### config.mk
export PLATFORM = sky130hd
export DESIGN_NAME = lbm_queue
export DESIGN_NICKNAME = d
export VERILOG_FILES = /design/src/design/lbm_pkg.sv /design/src/design/lbm_queue.sv
export SDC_FILE = /design/constraint.sdc
export NUM_CORES = 1
export LEC_CHECK = 0
export ABC_AREA = 1
export BUFFER_PORTS_ARGS = -buffer_cell sky130_fd_sc_hd__buf_2
export CAP_MARGIN = 20
export CORE_AREA = 2 2 200 202
export DETAILED_ROUTE_END_ITERATION = 12
export DIE_AREA = 0 0 202 204
export PLACE_DENSITY = 0.79
export REMOVE_ABC_BUFFERS = 1
export SLEW_MARGIN = 20
export SYNTH_ARGS = -nofsm -noshare
export SYNTH_HDL_FRONTEND = slang
export SYNTH_SLANG_ARGS = --single-unit
### constraint.sdc
create_clock -name clock -period 31 [get_ports clock]
set_clock_uncertainty 0.15 [all_clocks]
set_input_delay 6.2 -clock clock [delete_from_list [all_inputs] [get_ports clock]]
set_output_delay 6.2 -clock clock [all_outputs]
set_load 0.1 [all_outputs]
### src/design/lbm_pkg.sv
// Shared types and constants of the lattice-Boltzmann moments core.
package lbm_pkg;

   localparam int ACC_W       = 40;
   localparam int VAL_W       = 32;
   localparam int DIR_W       = 5;
   localparam int TAU_W       = 32;
   localparam int NUM_AXES    = 3;
   localparam int CSR_IDX_W   = 2;
   localparam int REQ_TDATA_W = 128;
   localparam int REQ_TUSER_W = 5;
   localparam int RSP_TDATA_W = 136;
   localparam int RSP_TUSER_W = 1;
   localparam int QUEUE_DEPTH = 2;

   typedef enum logic [CSR_IDX_W-1:0] {
      CSR_DIR_X = 2'd0,
      CSR_DIR_Y = 2'd1,
      CSR_DIR_Z = 2'd2,
      CSR_RELAX = 2'd3
   } csr_idx_type;

   localparam logic [1:0] COMP_ZERO = 2'b00;
   localparam logic [1:0] COMP_POS1 = 2'b01;
   localparam logic [1:0] COMP_NEG2 = 2'b10;
   localparam logic [1:0] COMP_NEG1 = 2'b11;

   typedef struct packed {
      logic [ACC_W-1:0]                density;
      logic [NUM_AXES-1:0][ACC_W-1:0]  mom;
      logic [NUM_AXES-1:0][VAL_W-1:0]  frc;
   } job_type;

   typedef struct packed {
      logic load;
      logic add;
      logic absv;
      logic init;
      logic step;
   } lane_ctrl_type;

endpackage

### src/design/lbm_queue.sv
// Short queue of finished node sums between the front end and the back end.
module lbm_queue (
   input  logic             clock,
   input  logic             reset,
   input  logic             push,
   input  lbm_pkg::job_type push_job,
   output logic             full,
   input  logic             pop,
   output lbm_pkg::job_type pop_job,
   output logic             empty
);
   import lbm_pkg::*;

   localparam int PTR_W = (QUEUE_DEPTH > 1) ? $clog2(QUEUE_DEPTH) : 1;
   localparam int CNT_W = $clog2(QUEUE_DEPTH + 1);

   job_type            mem [QUEUE_DEPTH];
   logic [PTR_W-1:0]   wr_ptr_ff, wr_ptr_in, rd_ptr_ff, rd_ptr_in;
   logic [CNT_W-1:0]   cnt_ff, cnt_in;

   assign full    = cnt_ff == CNT_W'(QUEUE_DEPTH);
   assign empty   = cnt_ff == '0;
   assign pop_job = mem[rd_ptr_ff];

   always_comb begin
      wr_ptr_in = wr_ptr_ff;
      rd_ptr_in = rd_ptr_ff;
      cnt_in    = cnt_ff;
      if (push) begin
         wr_ptr_in = (wr_ptr_ff == PTR_W'(QUEUE_DEPTH - 1)) ? '0 : wr_ptr_ff + 1'b1;
      end
      if (pop) begin
         rd_ptr_in = (rd_ptr_ff == PTR_W'(QUEUE_DEPTH - 1)) ? '0 : rd_ptr_ff + 1'b1;
      end
      if (push && !pop) begin
         cnt_in = cnt_ff + 1'b1;
      end else if (pop && !push) begin
         cnt_in = cnt_ff - 1'b1;
      end
   end

   always_ff @(posedge clock) begin
      if (reset) begin
         wr_ptr_ff <= '0;
         rd_ptr_ff <= '0;
         cnt_ff    <= '0;
      end else begin
         wr_ptr_ff <= wr_ptr_in;
         rd_ptr_ff <= rd_ptr_in;
         cnt_ff    <= cnt_in;
      end
   end

   always_ff @(posedge clock) begin
      if (push) begin
         mem[wr_ptr_ff] <= push_job;
      end
   end

endmodule

---- After elaboration in Yosys (flattened, before gate mapping) ----
Memories as Yosys holds them, arrays and structs flattened. A register that Yosys moved wholly into a read port is not among the register bits.
Index checks and enable logic that the tools add are counted.
operators by class
  add/subtract/negate cells ............... 4
  equal/unequal tests ..................... 1
  multiplexer cells ....................... 8
  reductions and logical operators ........ 6
operators with widths
  kind                 number
  $mux 1               6
  $mux 2               2
  $add 1x1->1 const B  2
  $add 2x1->2 const B  1
  $eq 2x2->1 const B   1
  $logic_and 1x1->1    2
  $logic_not 1->1      2
  $logic_not 2->1      1
  $reduce_bool 2->1    1
  $sub 2x1->2 const B  1
storage, ports and cells
  register bits after elaboration ......... 4
  RAM bits ................................ 512
  input port bits ......................... 260
  output and inout port bits .............. 258
  memories kept ........................... 1
memory list
  memory  words  bits a word  read ports  clocked after Yosys merged registers in  write ports  line             source
  mem     2      256          1           1                                        1            lbm_queue.sv:17  job_type mem [QUEUE_DEPTH];

---- Longest topological paths before layout ----
  depth after elaboration ................. 4
  depth in mapped cells ................... 8
  gate-level depth less buffers ........... 8

---- Worst setup path after synthesis ----
Ideal clock, no wire load.
  path kind ............................... input to register
  start ................................... input push
  end ..................................... memory mem[0][0] in the netlist's numbering, enable pin
  setup time .............................. 0.885 ns
  data arrival time ....................... 16.934 ns
  data required time ...................... 29.965 ns
  slack ................................... 13.032 ns
  stages on the path ...................... 2
  buffers on the path ..................... 0
  cell sequence ........................... inv_1 > nor2_1
between the ends
  cells in the longest elaborated chain, start to end .. 2
ends and longest elaborated chain
  element                       line             source
  start: declaration            lbm_queue.sv:5   input logic push,
  $mux 1                        lbm_queue.sv:55  if (push) begin
  $mux 1 (not written as such)  lbm_queue.sv:56  mem[wr_ptr_ff] <= push_job;
  end: declaration              lbm_queue.sv:17
No other way between the ends.

==> flow_metrics.py <==
metrics = {
    "yosys": {
        "synth_most_common_cell": "edfxtp_1",
        "synth-simple-area-share_pct": 0.3263,
        "synth_area_leaders": "edfxtp_1 (82%), mux2_2 (15%), buf_6 (1.6%)",
        "syn_area_um2": 18790,
        "synthMuxAreaShare_pct": 15.34,
        "synth-xor-area-share_pct": 0.04661,
        "synth_compound_area_share_pct": 0.05327,
        "avgSynthCellArea_um2": 22.66,
        "ys_ff_latch": 517,
        "syn_inst": 829,
        "synth_top_cell_by_area": "edfxtp_1",
        "async_flop_share_pct": 0,
        "synth-adder-area-share_pct": 0.06659,
        "synth_top_family_by_area": "multiplexers",
        "ys_warn_count": 0,
        "synth-edff-count": 512,
        "ys.flop_type": "edfxtp_1",
        "synthTopCellsByCount": "edfxtp_1 (512), mux2_2 (256), buf_6 (26), inv_1 (9), nor2_1 (7)",
        "synth_top_area_share_pct": 81.83,
        "ys_seq_area_share_pct": 82.36,
        "ys_types": 16,
    },
    "worst_setup_path": {
        "setup.worst_path.start_class": "register",
        "crit_path_top_delay_cell": "dfxtp_4",
        "crit_buf_inv": 3,
        "r2r_end": "mem[1][91]$_DFFE_PP_",
        "crit_chain": "buf_4 -> buf_4 -> mux2_2 -> buf_2",
        "path_depth": 4,
        "critPathMostFrequentCell": "buf_4",
        "cp_data_arrival_time_ps": 4080,
        "worstPathRequired_ps": 24650,
        "critPathTopFamily": "buffers and inverters",
        "cp-end-kind": "output port",
        "r2r_setup_slack_ps": 27570,
        "critical_path_peak_fanout": 80,
        "reg2reg_from": "wr_ptr_ff$_SDFFE_PP0P_",
        "path_class": "register to output port",
        "max_stage_delay_ps": 890,
        "reg2regPathDepth": 4,
    },
    "clock_tree": {
        "clock_path_buffers": 3,
        "ctsHoldBuffers": 0,
        "clkLatencyLatePin_ps": 560,
        "clk_pin_slew_ps": 60,
        "root_buffer": "clkbuf_16",
        "htree_levels": 2,
        "postCtsSetupBuffers": 0,
        "numCtsBuffers": 51,
        "ctsResizeCount": 0,
        "cts_tree": "built",
        "clock_sinks": 517,
    },
    "placement": {
        "pre_cts_slack_ps": 21110,
        "place_congestion": 0.7994,
        "port_buffers": 517,
        "post-dp-hpwl_um": 25550,
    },
    "grt": {
        "grt_use_total_pct": 18.18,
        "grt_start_max_net_pins": 185,
        "grt_pass1_wl_um": 56770,
        "antenna_found_initial": 12,
        "gr-total-overflow": 0,
        "grt_pass1_vias": 10170,
    },
    "cells_and_area": {
        "nNetsFinal": 1640,
        "areaGrowthSynthToFinish_pct": 24.67,
        "drive_gt1_share_pct": 60.17,
        "n_fill_cell": 2833,
    },
    "routing": {
        "drtIter0Drc": 539,
        "first_pass_iters": 4,
        "num_vias": 9828,
        "detail_route.vias_per_cell": 5.048,
        "drt-total-wl_um": 39030,
        "remaining_drc_errors": 0,
        "postRouteAntennaNets": 0,
        "post_drt_wl_per_cell_um": 20.05,
    },
    "sta": {
        "fin_crit_sh_pct": 33.64,
        "setup_tns_ps": 0,
        "relSlewSlack_pct": 27.95,
        "min_period_ps": 10430,
        "slew_viol_final": 0,
        "worstMarginPinSlew_ps": 1081,
        "finalHoldViolations": 0,
        "rsz0062_at_grt": "false",
        "clock.fmax_mhz": 95.89,
        "setup_ws_ps": 20570,
        "setup_viol": 0,
    },
    "outcome": {
        "status": "completed",
    },
    "die": {
        "dieArea_um2": 41210,
        "num_rows": 73,
        "die_w_um": 202,
        "core_area_um2": 39180,
        "pin_count": 518,
        "die_h_um": 204,
        "initial_core_util_pct": 47.95,
    },
    "pwr": {
        "irDropWorstVdd_mv": 0.06330,
        "p_leak_nw": 8.745,
        "power_density_nw_per_um2": 76.53,
    },
    "job": {
        "maxCapViolations": 0,
    },
    "min_path": {
        "min_path_type": "register to register",
        "min_path_cells": 2,
        "hold_start": "rd_ptr_ff$_SDFFE_PP0P_",
    },
}
==> flip-flops by register name, summed over array words and instances (netlist names), named ones only <==
| signal | count |
|---|---|
| cnt_ff | 2 |
| mem | 512 |
| rd_ptr_ff | 1 |
| wr_ptr_ff | 1 |
==> report_power, final <==
part / total [mW] / switching [mW] / internal, mW / leakage (nW)
combinational: 0.392 / 0.321 / 0.0710 / 3.13
sequential: 0.822 / 0.0111 / 0.811 / 4.85
clock: 0.579 / 0.244 / 0.335 / 0.768
total: 1.79 / 0.576 / 1.22 / 8.74
==> worst max path at each step <==
stage                  start                  end  slack (ps)
global route        register         pop_job[162]       20310
detailed placement  register         pop_job[205]       21110
floorplan               push  mem[0][0]$_DFFE_PP_       13030
CTS                 register         pop_job[143]       20520
global placement    register          pop_job[94]       21140
finish              register         pop_job[162]       20570
==> placed cells by master, fill, tap and decap left out, drive strengths merged, types with 2 or more instances in the layout <==
| cell | instances |
|---|---|
| clkinvlp | 2 |
| clkinv | 22 |
| buf | 525 |
| edfxtp | 512 |
| bufinv | 3 |
| inv | 10 |
| clkbuf | 62 |
| diode | 6 |
| nand2 | 5 |
| mux2 | 256 |
| nor2 | 7 |
| dfxtp | 5 |
==> area by class of cell <==
type / instances / area [um2] / share of cell area, %
antenna: 6 / 15.01 / 0.06410
clock buffer: 62 / 1360 / 5.806
clock inverter: 28 / 210.2 / 0.8973
inverter: 9 / 41.29 / 0.1763
multi-input combinational: 275 / 2983 / 12.73
sequential: 517 / 15480 / 66.08
tap: 525 / 656.9 / 2.804
timing repair buffer: 525 / 2680 / 11.44
==> metrics by stage <==
step / instances / util [%] / hold slack (ps) / instance area (um2) / power (mW)
after floorplan: 801 / - / 329.9 / 18480 / 1.177
final: 1947 / 59.78 / 383.3 / 23430 / 1.793
after global placement: 1850 / 55.67 / 351.1 / 21810 / 1.223
after detailed placement: 1850 / 55.67 / 376.3 / 21810 / 1.229
after CTS: 1940 / 59.67 / 396.2 / 23380 / 1.809
after global routing: 1947 / 59.78 / 407.7 / 23430 / 1.845
==> metal layers <==
metal  track usage [%]  part of all wire, %  vias up
met3             5.724                  8.6      109
li1                  -                    -     4416
met1             20.50                   36     4887
met5                 0                 0.15        -
met4             8.613                  3.9       10
met2             31.55                   51      406
==> kinds of logic after synthesis <==
family          after synthesis
flops                       517
fa+ha+maj                     1
compound gates                2
mux                         256
xor+xnor                      1
buf+inv                      37
simple gates                 15
==> worst reg2reg max path, delay by kind of cell (launching register included) <==
family / cells / cell delay (ps)
buffers and inverters: 3 / 2250
flip-flops: 1 / 390
AND/OR/NAND/NOR: 1 / 150
(Power assumes the default switching activity.)
