===== config.mk =====
export PLATFORM = sky130hd
export DESIGN_NAME = lbm_front
export DESIGN_NICKNAME = d
export VERILOG_FILES = /design/src/design/lbm_pkg.sv /design/src/design/lbm_front.sv
export SDC_FILE = /design/constraint.sdc
export NUM_CORES = 1
export LEC_CHECK = 0
export BUFFER_PORTS_ARGS = -buffer_cell sky130_fd_sc_hd__buf_2
export CAP_MARGIN = 10
export CORE_AREA = 2 2 196 198
export CTS_CLUSTER_DIAMETER = 40
export DETAILED_ROUTE_END_ITERATION = 10
export DIE_AREA = 0 0 198 200
export PLACE_DENSITY = 0.75
export SLEW_MARGIN = 5
export SYNTH_ARGS = -nofsm -noshare
export SYNTH_HDL_FRONTEND = slang
export SYNTH_SLANG_ARGS = --single-unit

===== constraint.sdc =====
create_clock -name clock -period 6.15 [get_ports clock]
set_input_delay 0.615 -clock clock [delete_from_list [all_inputs] [get_ports clock]]
set_output_delay 0.615 -clock clock [all_outputs]
set_load 0.01 [all_outputs]

===== src/design/lbm_pkg.sv =====
// Shared types and constants of the lattice-Boltzmann moments core.
package lbm_pkg;

   localparam int ACC_W       = 40;
   localparam int VAL_W       = 32;
   localparam int DIR_W       = 5;
   localparam int TAU_W       = 32;
   localparam int NUM_AXES    = 3;
   localparam int CSR_IDX_W   = 2;
   localparam int REQ_TDATA_W = 128;
   localparam int REQ_TUSER_W = 5;
   localparam int RSP_TDATA_W = 136;
   localparam int RSP_TUSER_W = 1;
   localparam int QUEUE_DEPTH = 2;

   typedef enum logic [CSR_IDX_W-1:0] {
      CSR_DIR_X = 2'd0,
      CSR_DIR_Y = 2'd1,
      CSR_DIR_Z = 2'd2,
      CSR_RELAX = 2'd3
   } csr_idx_type;

   localparam logic [1:0] COMP_ZERO = 2'b00;
   localparam logic [1:0] COMP_POS1 = 2'b01;
   localparam logic [1:0] COMP_NEG2 = 2'b10;
   localparam logic [1:0] COMP_NEG1 = 2'b11;

   typedef struct packed {
      logic [ACC_W-1:0]                density;
      logic [NUM_AXES-1:0][ACC_W-1:0]  mom;
      logic [NUM_AXES-1:0][VAL_W-1:0]  frc;
   } job_type;

   typedef struct packed {
      logic load;
      logic add;
      logic absv;
      logic init;
      logic step;
   } lane_ctrl_type;

endpackage


===== src/design/lbm_front.sv =====
// Front end: accepts distribution words and accumulates density and momentum per node.
module lbm_front #(
   parameter int NUM_DIRECTIONS = 19
) (
   input  logic                             clock,
   input  logic                             reset,
   input  logic                             req_tvalid,
   output logic                             req_tready,
   input  logic [lbm_pkg::REQ_TDATA_W-1:0]  req_tdata,
   input  logic [lbm_pkg::REQ_TUSER_W-1:0]  req_tuser,
   input  logic                             req_tlast,
   input  logic [2*NUM_DIRECTIONS-1:0]      dir_x_tbl,
   input  logic [2*NUM_DIRECTIONS-1:0]      dir_y_tbl,
   input  logic [2*NUM_DIRECTIONS-1:0]      dir_z_tbl,
   input  logic                             q_full,
   output logic                             push,
   output lbm_pkg::job_type                 push_job
);
   import lbm_pkg::*;

   logic [ACC_W-1:0]                dens_ff, dens_in, dens_sum;
   logic [NUM_AXES-1:0][ACC_W-1:0]  mom_ff, mom_in, mom_sum, contrib;
   logic [NUM_AXES-1:0][1:0]        comp;
   logic [VAL_W-1:0]                dist_val;
   logic [ACC_W-1:0]                dist_ext, dist_neg, dist_neg2;
   logic                            accept, dir_ok;

   assign req_tready = ~q_full;
   assign accept     = req_tvalid & req_tready;
   assign dist_val   = req_tdata[VAL_W-1:0];
   assign dist_ext   = {{(ACC_W-VAL_W){dist_val[VAL_W-1]}}, dist_val};
   assign dist_neg   = ACC_W'(0) - dist_ext;
   assign dist_neg2  = {dist_neg[ACC_W-2:0], 1'b0};
   assign dir_ok     = req_tuser < DIR_W'(NUM_DIRECTIONS);

   always_comb begin
      comp[0] = dir_ok ? 2'(dir_x_tbl >> {req_tuser, 1'b0}) : COMP_ZERO;
      comp[1] = dir_ok ? 2'(dir_y_tbl >> {req_tuser, 1'b0}) : COMP_ZERO;
      comp[2] = dir_ok ? 2'(dir_z_tbl >> {req_tuser, 1'b0}) : COMP_ZERO;
      for (int a = 0; a < NUM_AXES; a++) begin
         case (comp[a])
            COMP_POS1: contrib[a] = dist_ext;
            COMP_NEG1: contrib[a] = dist_neg;
            COMP_NEG2: contrib[a] = dist_neg2;
            default:   contrib[a] = '0;
         endcase
         mom_sum[a] = mom_ff[a] + contrib[a];
      end
      dens_sum = dens_ff + dist_ext;
   end

   always_comb begin
      dens_in = dens_ff;
      mom_in  = mom_ff;
      if (accept) begin
         if (req_tlast) begin
            dens_in = '0;
            mom_in  = '0;
         end else begin
            dens_in = dens_sum;
            mom_in  = mom_sum;
         end
      end
   end

   always_ff @(posedge clock) begin
      if (reset) begin
         dens_ff <= '0;
         mom_ff  <= '0;
      end else begin
         dens_ff <= dens_in;
         mom_ff  <= mom_in;
      end
   end

   assign push             = accept & req_tlast;
   assign push_job.density = dens_sum;
   assign push_job.mom     = mom_sum;
   assign push_job.frc[0]  = req_tdata[2*VAL_W-1:VAL_W];
   assign push_job.frc[1]  = req_tdata[3*VAL_W-1:2*VAL_W];
   assign push_job.frc[2]  = req_tdata[4*VAL_W-1:3*VAL_W];

endmodule


# Word-level counts from Yosys, hierarchy flattened
# Index checks and enable logic that the tools add are counted.
[totals] mem_bits_rw=0 output_inout_bits=258 mem_count=0 romBits=0 register_bits=160 wordCells=33 latchBits=0
[op_classes] n_lt_le_gt_ge=1 reduce_logical=0 n_bitwise=3 n_div=0 n_addsub=5 mul=0 n_shift=3 n_mux=8 eq_ne=9
[op_table] op="one-hot mux 40 bit (3 select lines)" n=3
[op_table] op="adder 40 bit" n=4
[op_table] op="two-way mux 120 bit" n=1
[op_table] op="right shift 38 x 6 -> 2 bit" n=3
[op_table] op="two-way mux 40 bit" n=1
[op_table] op="subtractor 1 x 32 -> 33 bit, first input constant" n=1
[op_table] op="== test 2 bit, second input constant" n=6
[op_table] op="== test 2 x 1 -> 1 bit, second input constant" n=3
[op_table] op="two-way mux 2 bit" n=3
[op_table] op="less-than comparator 5 bit, second input constant" n=1
[op_table] op="bitwise AND 1 bit" n=2
[op_table] op="NOT 1 bit" n=1

# Longest topological paths before layout
# Gate-level depths: netlist (run 1).
[logic_depth] word_depth=6 mapped_depth=25 ltp_nobuf=21

# Least setup slack after synthesis (run 1)
# No wires, ideal clock.
[synth_path] path_kind="input -> output" from="input port req_tuser[2] in the netlist's numbering" to="output port push_job[174] in the netlist's numbering" stages=22 path_buffers=5 required_ns=5.535 path_slack_ns=0.358 arrival_ns=5.177 path_cell_list="clkbuf_1 -> buf_2 -> mux4_2 -> mux2i_1 -> nor3_1 -> a211oi_2 -> buf_2 -> buf_2 -> buf_2 -> nor2_1 -> ha_1 -> fa_1 -> a211oi_1 -> o21bai_1 -> a21oi_1 -> o221ai_1 -> a22oi_1 -> o311ai_0 -> a21oi_1 -> o21ai_0 -> a21oi_1 -> xnor2_1"
[synth_lines] item="start: declaration" line="lbm_front.sv:10" rtl="input logic [lbm_pkg::REQ_TUSER_W-1:0] req_tuser,"
[synth_lines] item="end: declaration" line="lbm_front.sv:17" rtl="output lbm_pkg::job_type push_job"

==> key figures, run 1 <==
Finish
  • Diodes inserted: 0
  • Commonest non-fill, non-tap cell in the layout: buf_2
  • Finished Layout Cells: 3057
  • Layout cells sized above 1: 22.9%
  • Area growth syn-to-layout: 15.4%
  • Most frequent cells in the layout: buf_2 (316), nor2_1 (230), a21oi_1 (160), dfxtp_1 (160), nand2_1 (158)
  • NumNets Final: 2946

Timing
  • Final hold viol count: 0
  • Minimum clock period: 6.07 ns
  • Sum Neg Setup Slack: 0 ns
  • Endpoints failing setup: 0
  • Worst Clk Skew: 0.0139 ns
  • Fin crit share: 98.6%
  • Unrepaired setup endpoints after global routing: yes
  • Worst Max-Slew Pin Slew: 0.981 ns
  • Fmax: 165 MHz
  • Final Max Tran Viols: 0
  • Headroom to the max-slew limit: 34.6%

GRT
  • Grt ovf: 0
  • Grt met1 use: 43.4%
  • Met3 global-route usage: 6.22%
  • Gr usage total: 31.0%
  • Initial antenna violation count: 0
  • Largest net degree at the start of global routing: 80
  • GR Util met2: 48.1%
  • First-pass GRT wire length: 97400 microns
  • Vias in the first global route: 18100
  • GRT busiest layer: met2

Setup path
  • Setup CP Type: input pin to output port
  • CP Data Arrival Time: 5.45 ns
  • Start point of the critical path: req_tuser[0]
  • Worst r2r src: dens_ff[1]
  • Crit path capture type: output port
  • Worst EP required: 5.53 ns
  • Critical Path Fanout Max: 25
  • CP Launch Type: input pin

Routing
  • Violation count after the first detailed-route iteration: 1545
  • DRC errors left: 0
  • Routed len/inst: 20.4 microns
  • Total Wirelength: 62400 microns
  • DR vias/cell: 6.10
  • Vias: 18700
  • Drt pass-1 iters: 5
  • Antenna Violating Nets Remaining: 0

Place
  • Gpl congestion: 0.966
  • HPWL after DPL: 48200 microns
  • Port Buffer Count: 317
  • Cell count after placement: 3019

Clock tree
  • CTS tree: done
  • Num CTS Buffers: 17
  • Clock H-tree levels: 4
  • Root Buffer: clkbuf_16
  • Hold_buf cts: 0
  • Max Buffers Root-to-Sink: 2
  • Skew-Pair Late Insertion Delay: 0.47 ns
  • Reg clk slew, reported paths: 0.07 ns
  • Clock sink count: 160

Die
  • Rows: 71
  • Die Span X: 198 microns
  • Initial Util: 48.4%
  • Die H: 200 microns
  • I/O Pins: 510
  • Core ar.: 37400 sq um
  • Die Area: 39600 sq um

Synth
  • Primary FF master, synth: dfxtp_1
  • Synth Cell Area: 18100 sq um
  • Syn avg cell area: 7.82 sq um
  • Synth warn: 0
  • Post-synth net total: 2728
  • Synth unique cells: 93
  • Synth area leaders: dfxtp_1 (18%), ha_1 (11%), xnor2_1 (6.6%)
  • FF+latch count, synth: 160
  • EDFF count, synth: 0
  • Synth async-reset ratio: 0%
  • Syn Inst Count: 2315
  • Cell taking the most area after synthesis: dfxtp_1
  • Sequential fraction of the synthesis area: 17.7%
  • Post-synth top area share: 17.7%

Run status
  • Status: complete, no violations

Power
  • LEAKAGE: 9.94 nW
  • Pwr dens: 198 nW/um^2
  • Worst vdd ir: 0.206 mV

Job
  • Max-capacitance violation count: 0

Min path
  • HP Start: dens_ff[25]
  • Worst Hold Class: flop to flop
[cell type report]
cell class,count,area (sq um)
Sequential cell,160,3200
Fill cell,3491,16500
Inverter,46,173
Timing Repair Buffer,428,2500
Multi-Input combinational cell,1880,13700
Tap cell,511,639
Clock buffer,19,443
Clock inverter,13,200
[metal layers]
layer	wire, microns	share of wire, %
met1	28500	46
met5	0	0
met2	27000	43
met3	5500	8.8
met4	1290	2.1
[critical path: stages]
cell,delay (ns)
buf_2,0.12
buf_12,0.20
mux4_2,0.52
mux2i_1,0.16
nor2_1,0.12
a211oi_4,0.36
nand2_1,0.23
buf_4,0.21
buf_4,0.19
o22ai_1,0.29
ha_1,0.34
buf_4,0.15
a211o_1,0.24
o211ai_1,0.14
a21oi_1,0.18
o41ai_2,0.29
o2111ai_1,0.19
nand2_1,0.15
o21ai_0,0.12
xor2_1,0.29
xor2_1,0.17
buf_2,0.14
[sequential cells by signal (all words and copies together) (netlist names)]
name	count
mom_ff	120
dens_ff	40
[logic make-up after synthesis]
group / Yosys count / share of synthesized area [%]
compound gates: 782 / 29.5
fa+ha+maj: 161 / 11.3
simple gates: 635 / 16.7
buf+inv: 276 / 8.08
flops: 160 / 17.7
xor+xnor: 250 / 12.3
mux: 51 / 4.51
[report_power, final]
part / leakage, nW / internal [mW] / switching [mW] / total [mW]
registers: 1.30 / 1.07 / 0.0254 / 1.10
logic: 8.33 / 0.714 / 1.10 / 1.81
clock network: 0.311 / 0.701 / 0.523 / 1.22
[worst paths after layout]
check             endpoint  slack [ns]  depth (start not counted)
min            dens_ff[25]        0.48                          1
max          push_job[175]        0.08                         22
min reg2reg    dens_ff[25]        0.48                          1
max reg2reg    dens_ff[39]        2.68                         11
[cells in the mapped netlist (22+ instances only)]
cell type and count:
o21bai_1 22, nand2_1 160, o22ai_1 84, xnor2_1 137, nand2b_1 23, ha_1 157
nor2_1 234, mux2i_1 22, buf_4 100, a22oi_1 79, a21oi_1 163, nand3_1 40
nor3_1 45, nor2b_1 23, clkbuf_1 97, dfxtp_1 160, and3_1 25, inv_1 45
o21ai_0 99, xor2_1 109, a21o_1 84, mux4_2 24, a22o_1 76
[through the flow]
stage / util (%) / hold slack [ns] / instance area, sq um / setup WS (ns) / total power, mW
floorplan: - / 0.446 / 18100 / 0.358 / 2.30
global placement: 53.3 / 0.461 / 20000 / -0.217 / 2.84
detailed placement: 53.3 / 0.459 / 20000 / -0.216 / 2.87
CTS: 55.1 / 0.484 / 20600 / 0.0394 / 4.10
global route: 55.9 / 0.494 / 20900 / -0.171 / 4.34
finish: 55.9 / 0.481 / 20900 / 0.0844 / 4.13
[repair_timing]
| action | CTS | global route |
|---|---|---|
| endpoints found under the setup margin | 12 | 33 |
| hold endpoints to repair | 0 | 0 |
| setup buffers | 0 | 5 |
| gates cloned | 1 | 0 |
| pin swaps | 1 | 7 |
| resized for setup | 5 | 56 |
Power figures use the tool's default switching activity.
==> inputs of run 2 (changes only) <==
--- a/config.mk
+++ b/config.mk
@@ -7,11 +7,12 @@
 export LEC_CHECK = 0
 export BUFFER_PORTS_ARGS = -buffer_cell sky130_fd_sc_hd__buf_2
 export CAP_MARGIN = 10
-export CORE_AREA = 2 2 196 198
+export CELL_PAD_IN_SITES_DETAIL_PLACEMENT = 0
+export CELL_PAD_IN_SITES_GLOBAL_PLACEMENT = 1
+export CORE_UTILIZATION = 39
 export CTS_CLUSTER_DIAMETER = 40
 export DETAILED_ROUTE_END_ITERATION = 10
-export DIE_AREA = 0 0 198 200
-export PLACE_DENSITY = 0.75
+export PLACE_DENSITY_LB_ADDON = 0.1
 export SLEW_MARGIN = 5
 export SYNTH_ARGS = -nofsm -noshare
 export SYNTH_HDL_FRONTEND = slang
==> run 2 against run 1 <==
  * Clock skew down 0.0043 ns
  * Setup slack better by 0.078 ns
  * Critical path depth is 1 lower
  * Die area grew 19%
  * Non-clock buffer count rose by 41
  * Sequential share of layout area fell by 0.40 points
  * Cell count grew 4.2%
  * Global-route usage down 4.1 points
  * Total power increased by 1.1%
  * Via count shrank 1.8%
  * Maximum frequency grew 1.3%
==> key figures, run 2 (synthesis gave the netlist of run 1 again) <==
Place
  • HPWL after DPL: 51600 microns (was 48200 microns)
  • Cell count after placement: 3142 (was 3019)
  • Port Buffer Count: 317 (unchanged)
  • Gpl congestion: 0.906 (was 0.966)

GRT
  • Largest net degree at the start of global routing: 60 (was 80)
  • Vias in the first global route: 17500 (was 18100)
  • First-pass GRT wire length: 98300 microns (was 97400 microns)
  • Grt met1 use: 37.4% (was 43.4%)
  • Initial antenna violation count: 2 (was 0)
  • Grt ovf: 0 (unchanged)
  • GRT busiest layer: met2 (unchanged)
  • Gr usage total: 26.9% (was 31.0%)
  • GR Util met2: 41.5% (was 48.1%)
  • Met3 global-route usage: 6.15% (was 6.22%)

Setup path
  • Critical Path Fanout Max: 4 (was 25)
  • Slowest CP cell: or4_4 (was mux4_2)
  • CP peak stage delay: 0.47 ns (was 0.52 ns)
  • CP Data Arrival Time: 5.37 ns (was 5.45 ns)
  • Reg2reg path depth: 11 (unchanged)
  • Worst EP required: 5.53 ns (about the same)
  • CP Buf/Inv Count: 2 (was 6)
  • Worst R2R End: dens_ff[39] (unchanged)
  • Crit path capture type: output port (unchanged)
  • Setup CP Type: input pin to output port (unchanged)
  • Crit path depth: 21 (was 22)
  • Worst-path cell chain: buf_2, or3_4, or3_4, nor2_8, nand3_2, or3_4, or4_4, nor2b_4, xnor2_2, o22ai_2, ha_1, a21oi_1, a21boi_0, a311o_1, o2bb2ai_1, o21ai_1, o21bai_1, a21o_1, a21oi_1, xnor2_1, buf_2 (was buf_2, buf_12, mux4_2, mux2i_1, nor2_1, a211oi_4, nand2_1, buf_4, buf_4, o22ai_1, ha_1, buf_4, a211o_1, o211ai_1, a21oi_1, o41ai_2, o2111ai_1, nand2_1, o21ai_0, xor2_1, xor2_1, buf_2)
  • Largest delay share family, worst path: simple AND/OR/NAND/NOR gates (was compound AO/OA/AOI/OAI gates)
  • Most used cell, CP: or3_4 (was buf_4)
  • CP Launch Type: input pin (unchanged)
  • Worst r2r src: dens_ff[1] (unchanged)
  • Reg-to-reg slack, setup: 2.67 ns (was 2.68 ns)

Timing
  • Worst Clk Skew: 0.00962 ns (was 0.0139 ns)
  • Final Hold Slack: 0.327 ns (was 0.481 ns)
  • Unrepaired setup endpoints after global routing: yes (unchanged)
  • Fmax: 167 MHz (was 165 MHz)
  • Final hold viol count: 0 (unchanged)
  • Headroom to the max-slew limit: 37.4% (was 34.6%)
  • Fin crit share: 97.4% (was 98.6%)
  • Final Max Tran Viols: 0 (unchanged)
  • Minimum clock period: 5.99 ns (was 6.07 ns)
  • Worst Max-Slew Pin Slew: 0.939 ns (was 0.981 ns)
  • Endpoints failing setup: 0 (unchanged)

Routing
  • Violation count after the first detailed-route iteration: 1198 (was 1545)
  • DRC errors left: 0 (unchanged)
  • Routed len/inst: 20.5 microns (was 20.4 microns)
  • Total Wirelength: 65400 microns (was 62400 microns)
  • DR vias/cell: 5.76 (was 6.10)
  • Antenna Violating Nets Remaining: 0 (unchanged)
  • Drt pass-1 iters: 7 (was 5)
  • Vias: 18300 (was 18700)

Finish
  • Layout filler cell count: 4595 (was 3491)
  • Most frequent cells in the layout: buf_2 (316), nor2_1 (230), dfxtp_1 (160) (was buf_2 (316), nor2_1 (230), a21oi_1 (160), dfxtp_1 (160), nand2_1 (158))
  • Top Registers: mom_ff x120, dens_ff x40 (unchanged)
  • NumNets Final: 2986 (was 2946)
  • Max reg flops: 120 (unchanged)
  • Finished Layout Cells: 3185 (was 3057)
  • Diodes inserted: 0 (unchanged)
  • Commonest non-fill, non-tap cell in the layout: buf_2 (unchanged)
  • Layout cells sized above 1: 24.6% (was 22.9%)
  • Area growth syn-to-layout: 18.5% (was 15.4%)
  • Top reg by flops: mom_ff (unchanged)

Die
  • Die Span X: 217 microns (was 198 microns)
  • Core ar.: 45600 sq um (was 37400 sq um)
  • Initial Util: 39.7% (was 48.4%)
  • Rows: 78 (was 71)
  • I/O Pins: 510 (unchanged)
  • Die Area: 47300 sq um (was 39600 sq um)
  • Die H: 217 microns (was 200 microns)

Clock tree
  • Hold_buf cts: 0 (unchanged)
  • Clock sink count: 160 (unchanged)
  • Max Buffers Root-to-Sink: 2 (unchanged)
  • CTS tree: done (unchanged)
  • Reg clk slew, reported paths: 0.07 ns (about the same)
  • Num CTS Buffers: 17 (unchanged)
  • Root Buffer: clkbuf_16 (unchanged)
  • Clock H-tree levels: 4 (unchanged)
  • Skew-Pair Late Insertion Delay: 0.49 ns (was 0.47 ns)

Power
  • LEAKAGE: 10.2 nW (was 9.94 nW)
  • Pwr dens: 195 nW/um^2 (was 198 nW/um^2)
  • Worst vdd ir: 0.188 mV (was 0.206 mV)

Min path
  • HP Start: reset (was dens_ff[25])
  • Worst Hold Class: input pin to flop (was flop to flop)
  • Endpoint, Worst Hold: mom_ff[91] (was dens_ff[25])
  • Worst Hold Path Cells: 2 (was 1)

Run status
  • Status: complete, no violations (unchanged)

Job
  • Max-capacitance violation count: 0 (unchanged)
run 2: cell types whose count changed in the layout (fill, tap and decap cells not counted), moves of 4 or more:
cell      previous run  this run
a211oi_2             4         0
buf_4              103       140
clkinv_2             0         4
ha_1               155       151
inv_6                4         0
o22ai_1             80        74
o22ai_2              4        10
run 2: layer usage:
layer  share of wire, %  wire length (microns)  vias up
met5              0.018                     12        -
met4                1.5                    961        2
met3                6.9                   4510       68
met2                 43                  28300      551
met1                 48                  31600     8730
li1                   -                      -     8979
run 2: final cells by class:
| cell class | instances | area, sq um | share of cell area, % |
|---|---|---|---|
| well taps | 600 | 751 | 3.50 |
| repair buffers | 469 | 2850 | 13.3 |
| clock inverters | 11 | 186 | 0.869 |
| multi-input cells | 1879 | 13800 | 64.5 |
| inverters | 46 | 173 | 0.805 |
| flip-flops and latches | 160 | 3200 | 14.9 |
| clock buffers | 20 | 457 | 2.13 |
run 2: worst max-delay path by stage:
| stage | end | start | slack [ns] |
|---|---|---|---|
| after floorplan | push_job[174] | req_tuser[2] | 0.36 |
| after CTS | push_job[134] | req_tdata[2] | 0.004 |
| after global placement | push_job[132] | req_tdata[16] | -0.28 |
| after global routing | push_job[175] | req_tdata[1] | -0.08 |
| final | push_job[209] | req_tdata[2] | 0.16 |
| after detailed placement | push_job[132] | req_tdata[16] | -0.21 |
run 2: report_power, final:
part           internal (mW)  switching, mW
Sequential              1.07         0.0252
Clock                  0.736          0.500
Combinational          0.744           1.10
run 2: stage by stage:
step / instance area [sq um] / worst slack [ns] / TNS [ns] / total power [mW] / util [%]
after CTS: 21100 / 0.00444 / 0 / 4.19 / 46.2
after floorplan: 18100 / 0.358 / 0 / 2.30 / -
after global routing: 21500 / -0.0801 / -0.0801 / 4.42 / 47.1
final: 21500 / 0.163 / 0 / 4.18 / 47.1
after global placement: 20400 / -0.278 / -1.01 / 2.90 / 44.7
after detailed placement: 20400 / -0.208 / -0.886 / 2.91 / 44.7
run 2: repair_timing:
| action | 4_1_cts | 5_1_grt |
|---|---|---|
| cloned | 0 | 0 |
| endpoints found under the setup margin | 14 | 42 |
| pin swaps | 2 | 13 |
| gates resized for setup | 11 | 63 |
| buffers inserted | 2 | 10 |
